$ cat config.mk
export PLATFORM = sky130hd
export DESIGN_NAME = periodic_task_release_table
export DESIGN_NICKNAME = d
export VERILOG_FILES = /design/src/hdl/ptrt_pkg.sv /design/src/hdl/ptrt_cnt_mem.sv /design/src/hdl/ptrt_sweep.sv /design/src/hdl/periodic_task_release_table.sv
export SDC_FILE = /design/constraint.sdc
export NUM_CORES = 1
export LEC_CHECK = 0
export BUFFER_PORTS_ARGS = -buffer_cell sky130_fd_sc_hd__buf_2
export CORE_AREA = 2 2 245 247
export CTS_CLUSTER_SIZE = 40
export DETAILED_ROUTE_END_ITERATION = 10
export DIE_AREA = 0 0 247 249
export PLACE_DENSITY = 0.78
export SETUP_SLACK_MARGIN = 0.02
export SLEW_MARGIN = 20
export SYNTH_ARGS = -nofsm -noshare
export SYNTH_HDL_FRONTEND = slang
export SYNTH_SLANG_ARGS = --single-unit
$ cat constraint.sdc
create_clock -name clock -period 5.4 [get_ports clock]
set_input_delay 0.27 -clock clock [delete_from_list [all_inputs] [get_ports clock]]
set_output_delay 0.27 -clock clock [all_outputs]
set_load 0.03 [all_outputs]
$ cat src/hdl/ptrt_pkg.sv
`default_nettype none
// ----------------------------------------------------------------------------
// Periodic task release table: shared types and constants
// Slot geometry, period/offset ROMs, payload words and control structs.
// ----------------------------------------------------------------------------
package ptrt_pkg;

   localparam int NUM_CORES          = 3;
   localparam int NUM_PERIOD_CLASSES = 10;
   localparam int MAX_CLASSES        = 16;
   localparam int FLAG_BITS          = 30;
   localparam int NUM_SLOTS          = NUM_CORES * NUM_PERIOD_CLASSES;
   // slots past the flag word never fire, so the walk stops there
   localparam int SWEEP_SLOTS = (NUM_SLOTS < FLAG_BITS) ? NUM_SLOTS : FLAG_BITS;
   localparam int SLOT_W      = (SWEEP_SLOTS > 1) ? $clog2(SWEEP_SLOTS) : 1;
   localparam int CNT_W       = 14;

   typedef logic [CNT_W-1:0]     cnt_type;
   typedef logic [SLOT_W-1:0]    slot_type;
   typedef logic [FLAG_BITS-1:0] flags_type;

   localparam cnt_type PERIOD_ROM [MAX_CLASSES] = '{
      14'd10, 14'd20, 14'd50, 14'd100, 14'd200, 14'd500, 14'd1000, 14'd2000,
      14'd5000, 14'd10000, 14'd0, 14'd0, 14'd0, 14'd0, 14'd0, 14'd0
   };

   typedef enum logic {
      ACT_TICK  = 1'b0,
      ACT_CLEAR = 1'b1
   } action_type;

   typedef enum logic [1:0] {
      CSR_ENABLE_MASK = 2'd0,
      CSR_RUN_LENGTH  = 2'd1,
      CSR_CLOCK_STEP  = 2'd2
   } csr_idx_type;

   typedef struct packed {
      action_type  action;
      logic [1:0]  core_index;
      logic [3:0]  period_class;
   } req_type;

   typedef struct packed {
      logic [29:0] pending_flags;
      logic [31:0] clock_us;
      logic        terminated;
   } rsp_type;

   typedef struct packed {
      logic     rd_en;
      slot_type rd_addr;
      logic     wr_en;
      slot_type wr_addr;
      cnt_type  wr_data;
   } mem_req_type;

   typedef struct packed {
      logic busy;
      logic done;
   } sweep_stat_type;

   function automatic cnt_type slot_period(slot_type s);
      cnt_type r;
      r = '0;
      for (int c = 0; c < NUM_CORES; c++) begin
         for (int p = 0; p < NUM_PERIOD_CLASSES && p < MAX_CLASSES; p++) begin
            if (int'(s) == c * NUM_PERIOD_CLASSES + p) begin
               r = PERIOD_ROM[p];
            end
         end
      end
      return r;
   endfunction

   // release offset in ticks; doubles as the counter value after reset
   function automatic cnt_type slot_offset(slot_type s);
      cnt_type r;
      r = '0;
      for (int c = 0; c < NUM_CORES; c++) begin
         for (int p = 0; p < NUM_PERIOD_CLASSES && p < MAX_CLASSES; p++) begin
            if (int'(s) == c * NUM_PERIOD_CLASSES + p) begin
               if (c == 0 && p == 3) begin
                  r = 14'd20;
               end else if (c == 1 && p == 9) begin
                  r = 14'd750;
               end
            end
         end
      end
      return r;
   endfunction

endpackage
`default_nettype wire

$ cat src/hdl/ptrt_cnt_mem.sv
`default_nettype none
// ----------------------------------------------------------------------------
// Slot countdown memory
// One entry per slot: ticks left to the next release. Unwritten entries read
// as the slot offset (per-entry valid bits, cleared by reset).
// ----------------------------------------------------------------------------
module ptrt_cnt_mem (
   input  wire                     clock,
   input  wire                     reset,
   input  ptrt_pkg::mem_req_type   mem_req,
   output ptrt_pkg::cnt_type       rd_data
);
   import ptrt_pkg::*;

   cnt_type                  mem [SWEEP_SLOTS];
   logic [SWEEP_SLOTS-1:0]   valid_ff;
   cnt_type                  rd_data_ff;

   always_ff @(posedge clock) begin
      if (reset) begin
         valid_ff <= '0;
      end else if (mem_req.wr_en) begin
         valid_ff[mem_req.wr_addr] <= 1'b1;
      end
   end

   always_ff @(posedge clock) begin
      if (mem_req.wr_en) begin
         mem[mem_req.wr_addr] <= mem_req.wr_data;
      end
      if (mem_req.rd_en) begin
         rd_data_ff <= valid_ff[mem_req.rd_addr] ? mem[mem_req.rd_addr]
                                                 : slot_offset(mem_req.rd_addr);
      end
   end

   assign rd_data = rd_data_ff;

endmodule
`default_nettype wire

$ cat src/hdl/ptrt_sweep.sv
`default_nettype none
// ----------------------------------------------------------------------------
// Slot sweep engine
// Walks all slots once per tick: read counter, decrement or reload, write
// back, and collect the release bits of enabled slots.
// ----------------------------------------------------------------------------
module ptrt_sweep (
   input  wire                        clock,
   input  wire                        reset,
   input  wire                        start,
   input  ptrt_pkg::flags_type        en_mask,
   output ptrt_pkg::sweep_stat_type   stat,
   output ptrt_pkg::flags_type        fire,
   output ptrt_pkg::mem_req_type      mem_req,
   input  ptrt_pkg::cnt_type          rd_data
);
   import ptrt_pkg::*;

   localparam slot_type LAST_SLOT = slot_type'(SWEEP_SLOTS - 1);

   typedef enum logic {
      S_IDLE,
      S_RUN
   } state_type;

   state_type  state_ff;
   slot_type   rd_slot_ff;
   logic       p_vld_ff;
   slot_type   p_slot_ff;
   logic       done_ff;
   flags_type  fire_ff;

   cnt_type    cur_per;
   logic       hit;
   cnt_type    new_cnt;

   always_comb begin
      cur_per = slot_period(p_slot_ff);
      hit     = (rd_data == '0) && (cur_per != '0);
      if (hit) begin
         new_cnt = cur_per - cnt_type'(1);
      end else if (rd_data == '0) begin
         new_cnt = rd_data;
      end else begin
         new_cnt = rd_data - cnt_type'(1);
      end
   end

   always_ff @(posedge clock) begin
      if (reset) begin
         state_ff   <= S_IDLE;
         rd_slot_ff <= '0;
         p_vld_ff   <= 1'b0;
         p_slot_ff  <= '0;
         done_ff    <= 1'b0;
         fire_ff    <= '0;
      end else begin
         done_ff <= p_vld_ff && (p_slot_ff == LAST_SLOT);
         if (p_vld_ff && hit && en_mask[p_slot_ff]) begin
            fire_ff[p_slot_ff] <= 1'b1;
         end
         unique case (state_ff)
            S_IDLE: begin
               p_vld_ff <= 1'b0;
               if (start) begin
                  state_ff   <= S_RUN;
                  rd_slot_ff <= '0;
                  fire_ff    <= '0;
               end
            end
            S_RUN: begin
               p_vld_ff  <= 1'b1;
               p_slot_ff <= rd_slot_ff;
               if (rd_slot_ff == LAST_SLOT) begin
                  state_ff <= S_IDLE;
               end else begin
                  rd_slot_ff <= rd_slot_ff + slot_type'(1);
               end
            end
            default: state_ff <= S_IDLE;
         endcase
      end
   end

   always_comb begin
      mem_req.rd_en   = (state_ff == S_RUN);
      mem_req.rd_addr = rd_slot_ff;
      mem_req.wr_en   = p_vld_ff;
      mem_req.wr_addr = p_slot_ff;
      mem_req.wr_data = new_cnt;
   end

   assign stat.busy = (state_ff == S_RUN) || p_vld_ff || done_ff;
   assign stat.done = done_ff;
   assign fire      = fire_ff;

endmodule
`default_nettype wire

$ cat src/hdl/periodic_task_release_table.sv
`default_nettype none
// A clear word or an ignored tick is answered from the output word register.
// An active tick launches the walk, the counter memory is walked one slot per
//   cycle (30 slots); the last slot passes the read and done registers into
//   the output word register. No word is taken while a walk runs.
// Throughput: clears one per cycle while the output word is not stalled.
// Reset (sync, active high): flags, clock, tick count and terminated clear;
//   counter entries are marked unwritten and read as the slot offset.
// ----------------------------------------------------------------------------
// Periodic task release table
// Time-triggered activation for 3 cores x 10 period classes. Per-slot
// countdowns in a memory replace the (t - offset) mod period test.
// ----------------------------------------------------------------------------
module periodic_task_release_table (
   input  wire                clock,
   input  wire                reset,
   // request channel
   input  wire                req_valid,
   output logic               req_ready,
   input  ptrt_pkg::req_type  req_data,
   // response channel
   output logic               rsp_valid,
   input  wire                rsp_ready,
   output ptrt_pkg::rsp_type  rsp_data,
   // register write port
   input  wire                csr_we,
   input  wire [1:0]          csr_index,
   input  wire [29:0]         csr_wdata
);
   import ptrt_pkg::*;

   // configuration
   flags_type       mask_ff;
   logic [23:0]     run_ff;
   logic [15:0]     step_ff;

   // architectural state
   flags_type       pending_ff,   pending_in;
   logic [23:0]     tick_ff,      tick_in;
   logic [31:0]     clk_us_ff,    clk_us_in;
   logic            done_ff,      done_in;
   logic            busy_ff,      busy_in;

   // output word register
   logic            rsp_valid_ff, rsp_valid_in;
   rsp_type         rsp_data_ff,  rsp_data_in;

   logic            req_acc;
   logic            start;
   logic [23:0]     tick_next;
   sweep_stat_type  sweep_stat;
   flags_type       fire;
   mem_req_type     mem_req;
   cnt_type         mem_rd_data;

   ptrt_cnt_mem u_mem (
      .clock   (clock),
      .reset   (reset),
      .mem_req (mem_req),
      .rd_data (mem_rd_data)
   );

   ptrt_sweep u_sweep (
      .clock   (clock),
      .reset   (reset),
      .start   (start),
      .en_mask (mask_ff),
      .stat    (sweep_stat),
      .fire    (fire),
      .mem_req (mem_req),
      .rd_data (mem_rd_data)
   );

   // take a word only when no sweep runs and the output slot frees up
   assign req_ready = !busy_ff && (!rsp_valid_ff || rsp_ready);
   assign req_acc   = req_valid && req_ready;
   // tick that really advances time: not terminated, still below run length
   assign start     = req_acc && (req_data.action == ACT_TICK) && !done_ff &&
                      (tick_ff < run_ff);
   assign tick_next = tick_ff + 24'd1;

   always_comb begin
      pending_in   = pending_ff;
      tick_in      = tick_ff;
      clk_us_in    = clk_us_ff;
      done_in      = done_ff;
      busy_in      = busy_ff;
      rsp_valid_in = rsp_valid_ff && !rsp_ready;
      rsp_data_in  = rsp_data_ff;

      if (start) begin
         // clock moves now, flags and tick count at the end of the walk
         clk_us_in = clk_us_ff + 32'(step_ff);
         busy_in   = 1'b1;
      end else if (req_acc) begin
         if (req_data.action == ACT_TICK) begin
            // ignored tick; a reached run length terminates
            done_in = 1'b1;
         end else begin
            for (int c = 0; c < NUM_CORES; c++) begin
               for (int p = 0; p < NUM_PERIOD_CLASSES; p++) begin
                  if (int'(req_data.core_index) == c &&
                      int'(req_data.period_class) == p &&
                      c * NUM_PERIOD_CLASSES + p < FLAG_BITS) begin
                     pending_in[c * NUM_PERIOD_CLASSES + p] = 1'b0;
                  end
               end
            end
         end
         rsp_valid_in              = 1'b1;
         rsp_data_in.pending_flags = pending_in;
         rsp_data_in.clock_us      = clk_us_ff;
         rsp_data_in.terminated    = done_in;
      end

      if (sweep_stat.done) begin
         // set-only merge: a release on a set flag is lost
         pending_in                = pending_ff | fire;
         tick_in                   = tick_next;
         done_in                   = (tick_next >= run_ff);
         busy_in                   = 1'b0;
         rsp_valid_in              = 1'b1;
         rsp_data_in.pending_flags = pending_in;
         rsp_data_in.clock_us      = clk_us_ff;
         rsp_data_in.terminated    = done_in;
      end
   end

   always_ff @(posedge clock) begin
      if (reset) begin
         mask_ff      <= flags_type'(655432);
         run_ff       <= 24'd100000;
         step_ff      <= 16'd100;
         pending_ff   <= '0;
         tick_ff      <= '0;
         clk_us_ff    <= '0;
         done_ff      <= 1'b0;
         busy_ff      <= 1'b0;
         rsp_valid_ff <= 1'b0;
      end else begin
         if (csr_we) begin
            case (csr_index)
               CSR_ENABLE_MASK: mask_ff <= csr_wdata;
               CSR_RUN_LENGTH:  run_ff  <= csr_wdata[23:0];
               CSR_CLOCK_STEP:  step_ff <= csr_wdata[15:0];
               default: ;
            endcase
         end
         pending_ff   <= pending_in;
         tick_ff      <= tick_in;
         clk_us_ff    <= clk_us_in;
         done_ff      <= done_in;
         busy_ff      <= busy_in;
         rsp_valid_ff <= rsp_valid_in;
      end
   end

   always_ff @(posedge clock) begin
      rsp_data_ff <= rsp_data_in;
   end

   assign rsp_valid = rsp_valid_ff;
   assign rsp_data  = rsp_data_ff;

   // ---------------------------------------------------------------------
   // checks
   // ---------------------------------------------------------------------

   // no word may enter while the slot walk is under way
   a_no_accept_in_sweep: assert property (@(posedge clock) disable iff (reset)
      sweep_stat.busy |-> !req_ready)
      else $error("request accepted during slot sweep");

   // end of a walk always presents a word
   a_sweep_gives_word: assert property (@(posedge clock) disable iff (reset)
      sweep_stat.done |=> rsp_valid_ff)
      else $error("sweep finished without response word");

   // the microsecond clock moves only on an active tick
   a_clock_on_tick: assert property (@(posedge clock) disable iff (reset)
      !start |=> $stable(clk_us_ff))
      else $error("clock changed without an active tick");

   // flags rise only when a walk completes
   a_flags_rise_at_sweep: assert property (@(posedge clock) disable iff (reset)
      ((pending_ff & ~$past(pending_ff)) != '0) |-> $past(sweep_stat.done))
      else $error("pending flag set outside sweep end");

   // termination is sticky
   a_done_sticky: assert property (@(posedge clock) disable iff (reset)
      done_ff |=> done_ff)
      else $error("terminated flag dropped");

endmodule
`default_nettype wire

==> results of run 1 <==
-- Yosys cell counts, drive strengths merged, types with 3 or more instances --
cell	n
or3	16
mux4	137
mux2	21
or4	7
nand3b	13
nand4b	3
nor3	27
nor4	9
and4	4
a211oi	13
dfxtp	237
mux2i	44
o21ai	82
o41ai	3
nor2	250
nand2	256
nor3b	5
inv	42
o31ai	9
a31oi	8
a2111oi	4
nand2b	17
xnor2	22
and3	18
nor2b	13
nand3	34
nand4	19
or2	3
o211ai	10
buf	44
o21a	7
a211o	10
o31a	4
a311oi	16
o22ai	4
a21oi	184
clkbuf	76
ha	69
edfxtp	497
o2111ai	3
xor2	38
-- flip-flops by register name, summed over array words and instances (netlist names), named ones only --
register and count:
tick_ff 24, u_sweep.p_vld_ff 1, pending_ff 30, u_mem.mem 420
u_mem.rd_data 14, clk_us_ff 32, run_ff 24, rsp_data 63
u_mem.valid_ff 30, mask_ff 30, step_ff 16, u_sweep.fire 30
rsp_valid 1, u_sweep.rd_slot_ff 5, busy_ff 1, done_ff 1
u_sweep.p_slot_ff 5, u_sweep.state_ff 1, u_sweep.done_ff 1
-- how the worst max path moves through the flow --
stage	to	start	cells after the start
finish	u_mem.mem[18][3]	u_sweep.p_slot_ff[3]	10
global route	u_mem.mem[10][8]	u_sweep.p_slot_ff[3]	10
CTS	u_mem.mem[0][10]	u_sweep.p_slot_ff[3]	10
detailed placement	u_mem.mem[28][10]	u_sweep.p_slot_ff[3]	10
global placement	u_mem.mem[16][3]	u_sweep.p_slot_ff[3]	10
floorplan	u_mem.mem[0][5]	u_sweep.p_slot_ff[1]	14
-- logic make-up after synthesis --
family	count (synthesis)	synth area share, %
compound gates	377	7.30
simple gates	703	10.2
flops	734	63.5
fa+ha+maj	70	2.85
mux	202	12.2
buf+inv	165	2.27
xor+xnor	60	1.70
-- power by group through the flow --
stage | registers, mW | logic, mW | clock network (mW)
4_1_cts | 6.19 | 0.726 | 5.11
3_3_place_gp | 6.30 | 0.678 | 0
2_1_floorplan | 6.36 | 0.435 | 0
6_report | 6.18 | 0.730 | 5.04
5_1_grt | 6.19 | 0.787 | 5.34
3_5_place_dp | 6.31 | 0.702 | 0
-- per-stage QoR --
step / worst slack (ns) / cell area [µm²] / std cells / util (%)
2_1_floorplan: 1.01 / 31000 / 2311 / -
3_3_place_gp: 1.41 / 32500 / 3122 / 55.4
3_5_place_dp: 1.15 / 32500 / 3122 / 55.4
4_1_cts: 1.11 / 35200 / 3287 / 60.0
5_1_grt: 0.685 / 35300 / 3288 / 60.1
6_report: 1.05 / 35300 / 3288 / 60.1
-- per-layer routing --
| layer | global-route usage, % | up-vias | part of all wire, % |
|---|---|---|---|
| li1 | - | 8968 | - |
| met2 | 41.6 | 984 | 49 |
| met1 | 33.4 | 10000 | 39 |
| met5 | 0 | - | 0 |
| met3 | 4.82 | 182 | 8.3 |
| met4 | 10.3 | 0 | 4.1 |
-- repair_timing --
action	CTS	global route
hold buffers	32	0
hold endpoints to repair	81	0
setup endpoints to repair	0	0
-- area by class of cell --
| type | instances | area share (%) |
|---|---|---|
| well taps | 773 | 2.74 |
| repair buffers | 193 | 3.70 |
| inverters | 43 | 0.458 |
| multi-input cells | 1412 | 30.5 |
| clock buffers | 91 | 5.52 |
| flip-flops and latches | 734 | 55.8 |
| clock inverters | 42 | 1.25 |
==> impl_metrics.csv, run 1 <==
group,metric,value,unit
outcome,status,"completed",
worst_setup_path,crit_path_max_fanout,30,
power_and_ir_drop,p_clk_share,42.2,%
floorplan,die_w,247,µm
flow_run,maxCapViolations,0,
clocking,ctsHtreeMaxLevel,3,
global_routing,antenna_found_initial,0,
min_path,hold_depth,2,
worst_setup_path,r2r_end,"u_mem.mem[18][3]",
timing,timing.setup.tns,0,ns
finish,area_delta_synth_final,13.8,%
logic_synthesis,netlist_top_cells_area,"edfxtp_1 (48%), dfxtp_1 (15%), mux4_2 (10%)",
place,dp_hpwl,47700,µm
clocking,cts_tree,"done",
logic_synthesis,yosys.area.top_type,"edfxtp_1",
worst_setup_path,critPathMaxStageDelay,1.05,ns
finish,n_antenna_cell,0,
place,routabilityCongestion,0.930,
timing,grt_setup_unrepaired,"no",
timing,finalMaxSlewViolations,0,
worst_setup_path,required,5.65,ns
worst_setup_path,worst_setup_path_end_kind,"flip-flop",
finish,nets,2572,
detailed_routing,wl_per_cell,23.6,µm
logic_synthesis,async_flop_share,0,%
logic_synthesis,syn_inst,2311,
global_routing,grt_pass1_wl,118000,µm
finish,final_cell_mix,"edfxtp_1 (497), nand2_1 (254), nor2_1 (242)",
worst_setup_path,reg2reg_from,"u_sweep.p_slot_ff[3]",
power_and_ir_drop,p_sw_share,22.8,%
timing,setup_violations,0,
finish,multi_input_area,10800,µm²
clocking,cts-root-buf,"clkbuf_16",
logic_synthesis,synth-edff-count,497,
clocking,numCtsBuffers,74,
worst_setup_path,cp_cell_sequence,"nor2b_1 > nand2_1 > inv_1 > o21ai_0 > o211ai_1 > nand2b_1 > ha_1 > nand4_1 > nand4b_1 > o21ai_2",
power_and_ir_drop,p_int,9.23,mW
clocking,cts.clk_slew.worst_paths,0.07,ns
timing,worst_pin_slew,1.12,ns
worst_setup_path,crit_type,"reg -> reg",
floorplan,ios,109,
floorplan,fp.coreArea,58700,µm²
detailed_routing,drtIter0Drc,2042,
global_routing,grt_max_degree,105,
timing,fmax,230,MHz
power_and_ir_drop,combPwrFrac,6.1,%
detailed_routing,drtAntennaViolNets,0,
detailed_routing,vias_per_cell,6.13,
logic_synthesis,synth_fp_nets,2425,
logic_synthesis,synth_flop_cell,"edfxtp_1",
timing,whs,0.150,ns
min_path,worstHoldStart,"req_data[0]",
worst_setup_path,crit_buf_inv,1,
finish,regArea,19700,µm²
logic_synthesis,syn_area_per_cell,13.4,µm²
floorplan,die-area,61500,µm²
power_and_ir_drop,p_leak,12.0,nW
logic_synthesis,yosysUniqueCellTypes,84,
min_path,hold_class,"in -> reg",
global_routing,grt.total_usage,25.4,%
power_and_ir_drop,net-switching-power,2.73,mW
global_routing,grt_pass1_vias,19900,
power_and_ir_drop,pwr-share-seq,51.7,%
detailed_routing,route.detailed.drc,0,
finish,final_common_cell,"edfxtp_1",
detailed_routing,first_pass_iters,6,
logic_synthesis,seq_area_frac_synth,63.5,%
worst_setup_path,reg2reg_depth,10,
clocking,cts_setup_buffers,0,
worst_setup_path,r2r_setup_slack,1.05,ns
power_and_ir_drop,powerDensity,339,nW/µm²
clocking,clockBufferDepth,3,
logic_synthesis,yosysWarnings,0,
timing,post-route-period-util,80.5,%
clocking,clk_latency,0.63,ns
logic_synthesis,syn_area,31000,µm²
finish,num-fill-cells,4283,
timing,finalCriticalPeriod,4.35,ns
worst_setup_path,cp_top_family,"compound AO/OA/AOI/OAI gates",
timing,hold_violations,0,
finish,drive_above_1_share,19.0,%
worst_setup_path,slowest_stage,"o21ai_2",
global_routing,grt.overflow.total,0,
worst_setup_path,critPathLaunchType,"flip-flop",
timing,clock_skew,0.0443,ns
detailed_routing,vias,20200,
logic_synthesis,ys_seq_elements,734,
floorplan,die_h,249,µm
clocking,clock-sinks,734,
min_path,hold_end,"rsp_data[46]",
place,portBuffers,108,
power_and_ir_drop,ir_drop,219,µV
worst_setup_path,crit_arrival,4.60,ns
power_and_ir_drop,finalPower,12.0,mW
floorplan,row_count,89,
timing,maxSlewHeadroom,25.1,%
floorplan,start_util,52.8,%
logic_synthesis,yosysTopAreaCellShare,48.2,%
clocking,post_cts_resized,0,
detailed_routing,routed_wl,77600,µm
Power figures use the tool's default switching activity.
==> run 2, diff against run 1 <==
--- a/config.mk
+++ b/config.mk
@@ -10,7 +10,7 @@
 export CTS_CLUSTER_SIZE = 40
 export DETAILED_ROUTE_END_ITERATION = 10
 export DIE_AREA = 0 0 247 249
-export PLACE_DENSITY = 0.78
+export PLACE_DENSITY = 0.81
 export SETUP_SLACK_MARGIN = 0.02
 export SLEW_MARGIN = 20
 export SYNTH_ARGS = -nofsm -noshare
==> constraint.sdc (replaced) <==
create_clock -name clock -period 3.7 [get_ports clock]
set_input_delay 0.185 -clock clock [delete_from_list [all_inputs] [get_ports clock]]
set_output_delay 0.185 -clock clock [all_outputs]
set_load 0.03 [all_outputs]
==> run 2 against run 1 <==
  * Register-to-register slack got worse by 0.84 ns
  * Die area unchanged
  * First-iteration DRC count increased by 10%
  * Setup slack got worse by 0.84 ns
  * Clock skew decreased by 0.021 ns
  * Utilization increased by 0.25 points
  * Sequential share of layout area decreased by 0.23 points
  * Non-clock buffer count increased by 26
  * Via count increased by 1.4%
  * Critical path type unchanged
==> impl_metrics.csv, run 2 (synthesized netlist as in run 1, its figures left out) <==
group,metric,value,unit
outcome,status,"completed",
timing,grt_setup_unrepaired,"no",
timing,clock_skew,0.0235,ns
detailed_routing,wl_per_cell,23.5,µm
worst_setup_path,crit_arrival,3.93,ns
detailed_routing,routed_wl,77800,µm
clocking,numCtsBuffers,72,
global_routing,grt_max_degree,109,
timing,worst_pin_slew,1.06,ns
global_routing,use_met2,41.4,%
place,place_area,32700,µm²
timing,finalMaxSlewViolations,0,
worst_setup_path,required,4.14,ns
floorplan,ios,109,
worst_setup_path,crit_path_max_fanout,14,
worst_setup_path,worst_setup_path_end_kind,"flip-flop",
finish,drive_above_1_share,19.7,%
power_and_ir_drop,ir_drop,376,µV
worst_setup_path,crit_type,"reg -> reg",
global_routing,grt_pass1_vias,20400,
finish,num-fill-cells,4188,
timing,post-route-period-util,94.2,%
detailed_routing,first_pass_iters,7,
detailed_routing,vias,20500,
floorplan,die_h,249,µm
global_routing,grt_use_met1,33.6,%
place,dp_hpwl,47900,µm
global_routing,gr-max-usage-layer,"met2",
detailed_routing,drtIter0Drc,2253,
power_and_ir_drop,finalPower,17.4,mW
finish,nets,2596,
place,dp_cells,3149,
min_path,hold_class,"in -> reg",
timing,setup_violations,0,
worst_setup_path,startpoint,"u_sweep.p_slot_ff[4]",
finish,regMostFlops,"u_mem.mem",
place,portBuffers,108,
clocking,cts-root-buf,"clkbuf_16",
timing,hold_violations,0,
finish,n_antenna_cell,0,
floorplan,fp.coreArea,58700,µm²
power_and_ir_drop,p_leak,12.1,nW
clocking,cts_tree,"done",
detailed_routing,route.detailed.drc,0,
place,routabilityCongestion,0.958,
worst_setup_path,slowest_stage,"nand4b_1",
global_routing,grt_pass1_wl,119000,µm
global_routing,grt_util_met3,5.61,%
global_routing,antenna_found_initial,0,
worst_setup_path,reg2reg_depth,12,
timing,fmax,287,MHz
finish,final_cell_mix,"edfxtp_1 (497), nand2_1 (254), nor2_1 (249)",
finish,final_common_cell,"edfxtp_1",
worst_setup_path,r2r_setup_slack,0.21,ns
worst_setup_path,reg2reg_from,"u_sweep.p_slot_ff[4]",
clocking,cts_setup_buffers,0,
clocking,clock-sinks,734,
global_routing,grt.overflow.total,0,
clocking,clockBufferDepth,3,
worst_setup_path,r2r_end,"u_mem.mem[16][5]",
clocking,ctsHtreeMaxLevel,3,
detailed_routing,drtAntennaViolNets,0,
global_routing,grt.total_usage,25.4,%
timing,maxSlewHeadroom,29.5,%
floorplan,start_util,52.8,%
finish,area_delta_synth_final,14.3,%
floorplan,die-area,61500,µm²
finish,largest_reg_flops,420,
timing,finalCriticalPeriod,3.49,ns
finish,fin_area,35400,µm²
timing,whs,0.0857,ns
detailed_routing,vias_per_cell,6.18,
worst_setup_path,cp_cell_sequence,"clkinv_1 > nand2_1 > inv_1 > o21ai_0 > o211ai_1 > nand2b_1 > ha_1 > buf_4 > nand4_1 > nand4b_1 > o21ai_1 > buf_4",
flow_run,maxCapViolations,0,
finish,fin_cells,3311,
worst_setup_path,critPathCapture,"u_mem.mem[16][5]",
floorplan,row_count,89,
power_and_ir_drop,powerDensity,492,nW/µm²
clocking,clk_latency,0.62,ns
worst_setup_path,path_common_cell,"buf_4",
worst_setup_path,critPathLaunchType,"flip-flop",
worst_setup_path,critPathMaxStageDelay,0.51,ns
clocking,cts.clk_slew.worst_paths,0.06,ns
floorplan,die_w,247,µm
[run 2: worst min path at each step]
stage / slack [ns] / depth (start not counted) / startpoint / to
finish: 0.09 / 2 / reset / clk_us_ff[17]
global route: 0.09 / 2 / req_data[0] / rsp_data[46]
CTS: 0.05 / 2 / req_data[0] / rsp_data[46]
detailed placement: 0.41 / 2 / csr_wdata[16] / run_ff[16]
global placement: 0.41 / 2 / csr_wdata[16] / run_ff[16]
floorplan: 0.30 / 1 / csr_wdata[10] / run_ff[10]
[run 2: cell type report]
type | instances | area [µm²] | area share [%]
clock inverter | 36 | 379 | 1.07
clock buffer | 94 | 1980 | 5.58
multi-input combinational | 1412 | 10700 | 30.3
timing repair buffer | 219 | 1530 | 4.31
inverter | 43 | 161 | 0.456
tap | 773 | 967 | 2.73
sequential | 734 | 19700 | 55.6
[run 2: timing repair]
action,4_1_cts,5_1_grt
hold buffers,31,0
gates resized for setup,0,0
endpoints found under the hold margin,71,0
[run 2: power breakdown]
| part | leakage [nW] | internal, mW | switching, mW |
|---|---|---|---|
| clock | 1.13 | 4.16 | 3.15 |
| combinational | 4.54 | 0.408 | 0.711 |
| sequential | 6.46 | 8.92 | 0.0934 |
| total | 12.1 | 13.5 | 3.95 |
[run 2: per-layer routing]
metal  up-vias  part of all wire, %  wire length [µm]
met5         -                    0                 0
met4         0                  3.5              2700
met3       225                  8.9              6960
met2      1084                   49             37900
met1     10100                   39             30300
li1       9014                    -                 -
[run 2: stage by stage]
stage	util, %	setup TNS (ns)	setup slack [ns]
after floorplan	-	-42.77	-0.250
after detailed placement	55.7	0	0.195
after global routing	60.3	0	0.0655
final	60.3	0	0.214
after global placement	55.7	0	0.472
after CTS	60.3	0	0.0830
[run 2: worst max-delay path: cells and delay by family (launching register included)]
kind	cells	cell delay, ns
AO/OA/AOI/OAI	3	0.92
adder cells (fa/ha/maj)	1	0.20
buffers and inverters	4	0.73
flip-flops	1	0.33
AND/OR/NAND/NOR	4	1.13
